$ cat src/rtl/gptm_pkg.sv
// ----------------------------------------------------------------------------
// gptm_pkg
// types, codes and widths shared by the page table mapper modules
// ----------------------------------------------------------------------------
package gptm_pkg;

  localparam int unsigned ENTRIES_DEF = 512;

  localparam int unsigned KIND_W     = 2;
  localparam int unsigned VADDR_W    = 32;
  localparam int unsigned CNT_W      = 10;
  localparam int unsigned PHYS_W     = 64;
  localparam int unsigned IDX_W      = 10;
  localparam int unsigned STATUS_W   = 3;
  localparam int unsigned START_W    = 9;
  localparam int unsigned VALUE_W    = 64;
  localparam int unsigned CFG_IDX_W  = 2;
  localparam int unsigned CFG_DATA_W = 12;
  localparam int unsigned MASK_W     = 12;
  localparam int unsigned PAGE_SHIFT = 12;
  localparam int unsigned NARROW_W   = 32;
  localparam int unsigned SUM_W      = 11;
  localparam int unsigned VPN_SUM_W  = 21;

  typedef enum logic [KIND_W-1:0] {
    KIND_MAP_OPEN = 2'd0,
    KIND_MAP_PAGE = 2'd1,
    KIND_UNMAP    = 2'd2,
    KIND_READ     = 2'd3
  } kind_e;

  typedef enum logic [STATUS_W-1:0] {
    ST_OK       = 3'd0,
    ST_INACTIVE = 3'd1,
    ST_BAD      = 3'd2,
    ST_NOSPACE  = 3'd3,
    ST_SEQ      = 3'd4
  } status_e;

  typedef enum logic [CFG_IDX_W-1:0] {
    CFG_ENABLE      = 2'd0,
    CFG_WIDE_FORMAT = 2'd1,
    CFG_MASK_WIDE   = 2'd2,
    CFG_MASK_NARROW = 2'd3
  } cfg_idx_e;

  typedef struct packed {
    logic accept;
    logic search_start;
    logic search_step;
    logic unmap_start;
    logic unmap_step;
    logic clear_step;
    logic commit;
  } ctrl_cmd_t;

  typedef struct packed {
    logic plan_search;
    logic plan_unmap;
    logic search_end;
    logic unmap_last;
    logic clear_last;
    logic out_free;
  } dp_stat_t;

endpackage

$ cat src/rtl/gptm_ctrl.sv
// ----------------------------------------------------------------------------
// gptm_ctrl
// sequencer for table clear, item execution, free-run search and unmap walk
// ----------------------------------------------------------------------------
module gptm_ctrl (
  input  logic                clk_i,
  input  logic                rst_ni,
  input  logic                in_valid_i,
  output logic                in_ready_o,
  input  gptm_pkg::dp_stat_t  stat_i,
  output gptm_pkg::ctrl_cmd_t cmd_o
);
  import gptm_pkg::*;

  typedef enum logic [4:0] {
    S_CLEAR  = 5'b00001,
    S_IDLE   = 5'b00010,
    S_EXEC   = 5'b00100,
    S_SEARCH = 5'b01000,
    S_FINAL  = 5'b10000
  } state_e;

  state_e state_q, state_d;
  logic   unmap_q, unmap_d;

  always_comb begin
    state_d = state_q;
    unmap_d = unmap_q;
    cmd_o   = '0;
    case (state_q)
      S_CLEAR: begin
        cmd_o.clear_step = 1'b1;
        if (stat_i.clear_last) begin
          state_d = S_IDLE;
        end
      end
      S_IDLE: begin
        cmd_o.accept = in_valid_i;
        if (in_valid_i) begin
          state_d = S_EXEC;
        end
      end
      S_EXEC: begin
        if (stat_i.plan_search) begin
          cmd_o.search_start = 1'b1;
          unmap_d            = 1'b0;
          state_d            = S_SEARCH;
        end else if (stat_i.plan_unmap) begin
          cmd_o.unmap_start = 1'b1;
          unmap_d           = 1'b1;
          state_d           = S_SEARCH;
        end else if (stat_i.out_free) begin
          cmd_o.commit = 1'b1;
          state_d      = S_IDLE;
        end
      end
      S_SEARCH: begin
        // shared walk state: free-run scan or unmap zeroing
        if (unmap_q) begin
          cmd_o.unmap_step = 1'b1;
          if (stat_i.unmap_last) begin
            state_d = S_FINAL;
          end
        end else begin
          cmd_o.search_step = 1'b1;
          if (stat_i.search_end) begin
            state_d = S_FINAL;
          end
        end
      end
      S_FINAL: begin
        if (stat_i.out_free) begin
          cmd_o.commit = 1'b1;
          state_d      = S_IDLE;
        end
      end
      default: begin
        state_d = S_IDLE;
      end
    endcase
  end

  assign in_ready_o = (state_q == S_IDLE);

  always_ff @(posedge clk_i or negedge rst_ni) begin
    if (!rst_ni) begin
      state_q <= S_CLEAR;
      unmap_q <= 1'b0;
    end else begin
      state_q <= state_d;
      unmap_q <= unmap_d;
    end
  end

endmodule

$ cat config.mk
export PLATFORM = sky130hd
export DESIGN_NAME = gptm_ctrl
export DESIGN_NICKNAME = d
export VERILOG_FILES = /design/src/rtl/gptm_pkg.sv /design/src/rtl/gptm_ctrl.sv
export SDC_FILE = /design/constraint.sdc
export NUM_CORES = 1
export LEC_CHECK = 0
export BUFFER_PORTS_ARGS = -buffer_cell sky130_fd_sc_hd__buf_4
export CORE_AREA = 2 2 39 41
export CTS_BUF_LIST = sky130_fd_sc_hd__clkbuf_8
export CTS_CLUSTER_SIZE = 24
export DETAILED_ROUTE_END_ITERATION = 10
export DIE_AREA = 0 0 41 43
export GPL_TIMING_DRIVEN = 0
export REMOVE_ABC_BUFFERS = 1
export SLEW_MARGIN = 15
export SYNTH_ARGS = -nofsm -noshare
export SYNTH_HDL_FRONTEND = slang
export SYNTH_SLANG_ARGS = --single-unit
$ cat constraint.sdc
create_clock -name clk_i -period 2.38 [get_ports clk_i]
set_input_delay 0.238 -clock clk_i [delete_from_list [all_inputs] [get_ports clk_i]]
set_output_delay 0.238 -clock clk_i [all_outputs]
set_load 0.02 [all_outputs]
After elaboration in Yosys (flattened, before gate mapping). Index checks and enable logic that the tools add are counted.

Register bits: 6. Bits of input ports: 9. Output and inout port bits: 8. Word-level logic and storage cells: 40.

Eq/ne operators: 9. Mux-type cells: 26. Reduce and logical (&&, ||, !) cells: 3.

Operators by type and width (number): $mux 5 (8); $pmux 5 s5 (1); $mux 1 (16); $ne 3x3->1 const B (2); $eq 5x1->1 const B (1); $eq 5x2->1 const B (1); $eq 5x3->1 const B (1); $eq 5x4->1 const B (1); $eq 5x5->1 const B (1); $ne 2x2->1 const B (2); $reduce_and 4->1 (1); $pmux 1 s2 (1); $reduce_and 2->1 (1); $reduce_bool 2->1 (1).

Longest topological paths before layout.
Depth in word-level cells: 4. Gate-level depth with buffers: 5.

Worst setup path before layout. No wires, ideal clock.

Path type: register to output. Start point: register state_q[4]. End point: output port cmd_o[6] in the netlist's numbering. Data arrival time: 1754 ps. Setup slack: 388 ps. Cell stages (with the launch flop): 4. Path buffers: 0. Path through: dfrtp_1 > or3_4 > nor3b_1 > and2_1.

RTL lines: from (decl) (RTL line gptm_ctrl.sv:23) `state_e state_q, state_d;`; from (signal assigned) (RTL line gptm_ctrl.sv:90) `state_q <= state_d;`; to (decl) (RTL line gptm_ctrl.sv:11) `output gptm_pkg::ctrl_cmd_t cmd_o`.

==> flow_summary.toml <==
[status]
status = "completed"

[hold_path]
hold_path_class = "in2reg"

[layout]
fin_cells = 86
num_antenna_cells = 0
fin_nets = 80
drive_gt1_frac = 0.343
syn_to_final_growth_pct = 44.5
fin_util = 0.440

[yosys]
synth_top_flop_cell = "dfrtp_1"
yosys.cell_count.top_type = "nor2_1"
synthMuxAreaShare = 0.0237
synth_top_area_frac = 0.297
synthAdderAreaFrac = 0
synthTopCellsByArea = "dfrtp_1 (30%), nor2_1 (8.0%), dfstp_2 (6.2%)"
yosysWarnings = 0
synth-edff-count = 0
netlist.top_cell.by_area = "dfrtp_1"
synth_top_family_by_area = "simple AND/OR/NAND/NOR gates"
syn_avg_cell_area_um2 = 8.27
netlist_top_cells_count = "nor2_1 (9), dfrtp_1 (5), inv_1 (3), nand2_1 (3), o21ai_0 (3)"
syn_inst = 51
synth_seq_cells = 6
yosys.area_share.simple = 0.424
yosysSeqAreaShare = 0.359
synth-compound-area-share = 0.128
syn_area_um2 = 422
async_flop_share = 1.00
ys_types = 27
synth-xor-area-share = 0.0208

[route]
wl_met2_um = 507
drtIter0Drc = 15
drcViolationCount = 0
wl_per_cell_um = 11.3
drt_pass1_iterations = 4
via_per_inst = 4.92
top_layer_used = "met3"
met1Wirelength_um = 423
wl_met3_um = 41
finalWirelength_um = 972
drtAntennaViolNets = 0
vias = 423

[floorplan]
die_w_um = 41
top_level_ports = 17
die_y_um = 43
start_util = 0.305
die_area_um2 = 1760
std_cell_rows = 14
fp.coreArea_um2 = 1380

[cts]
cts_hold_buf = 1
clk_pin_slew_ns = 0.04
cts-buffers-inserted = 3
cts_resized = 0
cts_tree = "done"
htreeDepth = 1
cts_root_buffer = "clkbuf_8"
cts_max_path_buffers = 2
cts.sinks = 6
clkLatencyLatePin_ns = 0.22
cts_setup_buffers = 0

[critical_path]
cp.arrival_ns = 1.78
critical_path.endpoint_type = "output pin"
worstSetupStartpointType = "flop"
crit_required_ns = 2.14
critical_path_class = "reg2out"
crit_fanout = 5

[power_and_ir_drop]
p_leak_nw = 0.319
powerDensity_nw_per_um2 = 1130
p_seq_frac = 0.283
clkPwrFrac = 0.218
switching_share = 0.395
power_switching_mw = 0.272
peakVddDrop_v = 0.000374
p_comb_frac = 0.499
power.internal_mw = 0.416

[timing]
fin_crit_sh = 0.848
drv_slew = 0
rsz0062_at_grt = "no"
max-slew-margin-rel = 0.747
post-route-min-period_ns = 2.02
finalClockSkew_ns = 0.00391
hold_viol = 0
fin_tns_setup_ns = 0
setup_viol = 0
tightest_slew_ns = 0.377
worst_slack_ns = 0.361
clock.fmax_mhz = 495

[grt]
grt_pass1_wl_mm = 1.65
grt_max_degree = 10
grt_pass1_vias = 405
grt_usage = 0.138
grt_overflow = 0
antenna_found_initial = 0

[place]
routabilityCongestion = 0.688
place_ws_ns = 0.593
portBuffers = 16
dp_hpwl_um = 770
dpl.cell_count = 81

[job]
max_cap_viol_count = 0
-- worst max-delay path, cell delays in order (launching register included) --
cell,delay (ns)
dfrtp_1,0.42
or3_4,0.40
nor4_1,0.32
o21ai_0,0.20
inv_1,0.09
buf_4,0.14
-- path summary, 6_finish.rpt --
check                                 from    endpoint  slack [ns]  cells past startpoint
worst max register to register  state_q[3]  state_q[1]        0.62                      4
worst min register to register     unmap_q     unmap_q        0.58                      2
max in group asynchronous           rst_ni  state_q[0]        1.80                      2
min in group asynchronous           rst_ni     unmap_q        0.38                      2
worst max-delay path            state_q[3]    cmd_o[0]        0.36                      5
worst min-delay path             stat_i[4]     unmap_q        0.31                      3
-- cell type report --
| class | count | area (um2) |
|---|---|---|
| clock buffers | 3 | 41.3 |
| clock inverters | 1 | 3.75 |
| fillers | 149 | 774 |
| inverters | 3 | 11.3 |
| multi-input cells | 40 | 251 |
| flip-flops and latches | 6 | 151 |
| well taps | 16 | 20.0 |
| repair buffers | 17 | 130 |
-- power by group through the flow --
stage	sequential (mW)	combinational, mW	clock [mW]
3_3_place_gp	0.196	0.335	0
6_report	0.195	0.343	0.150
5_1_grt	0.206	0.383	0.161
4_1_cts	0.194	0.345	0.155
3_5_place_dp	0.195	0.344	0
2_1_floorplan	0.180	0.249	0
-- cell families (layout without fill, tap and decap cells) --
kind of cell	after synthesis	in the layout
AND/OR/NAND/NOR	30	30
AO/OA/AOI/OAI	8	8
flip-flops	6	6
buffers and inverters	5	24
XOR/XNOR	1	1
multiplexers	1	1
-- placed cells by master, fill, tap and decap left out, drive strengths merged, types with 2 or more instances in the layout --
master | netlist | layout
a21oi | 2 | 2
and2 | 2 | 2
and3 | 2 | 2
buf | 0 | 16
clkbuf | 2 | 3
dfrtp | 5 | 5
inv | 3 | 4
nand2 | 3 | 3
nand3 | 2 | 2
nor2 | 9 | 9
nor4 | 2 | 2
o21ai | 3 | 3
-- flip-flops by register name, indices dropped and copies added (netlist names) --
signal,flops
unmap_q,1
state_q,5
-- layer usage --
| metal | vias to the layer above | global-route usage |
|---|---|---|
| li1 | 219 | - |
| met1 | 193 | 0.179 |
| met2 | 11 | 0.209 |
| met3 | 0 | 0.0157 |
| met4 | 0 | 0.0800 |
| met5 | - | 0 |
-- stage by stage --
step                      power [mW]  hold slack [ns]  instance area (um2)
after floorplan                0.429          -0.0576                  414
after global placement         0.531           0.0443                  554
after detailed placement       0.539           0.0447                  554
after CTS                      0.695            0.313                  609
after global routing           0.750            0.342                  609
final                          0.688            0.307                  609
No activity file was read; power rests on OpenSTA's default activity.
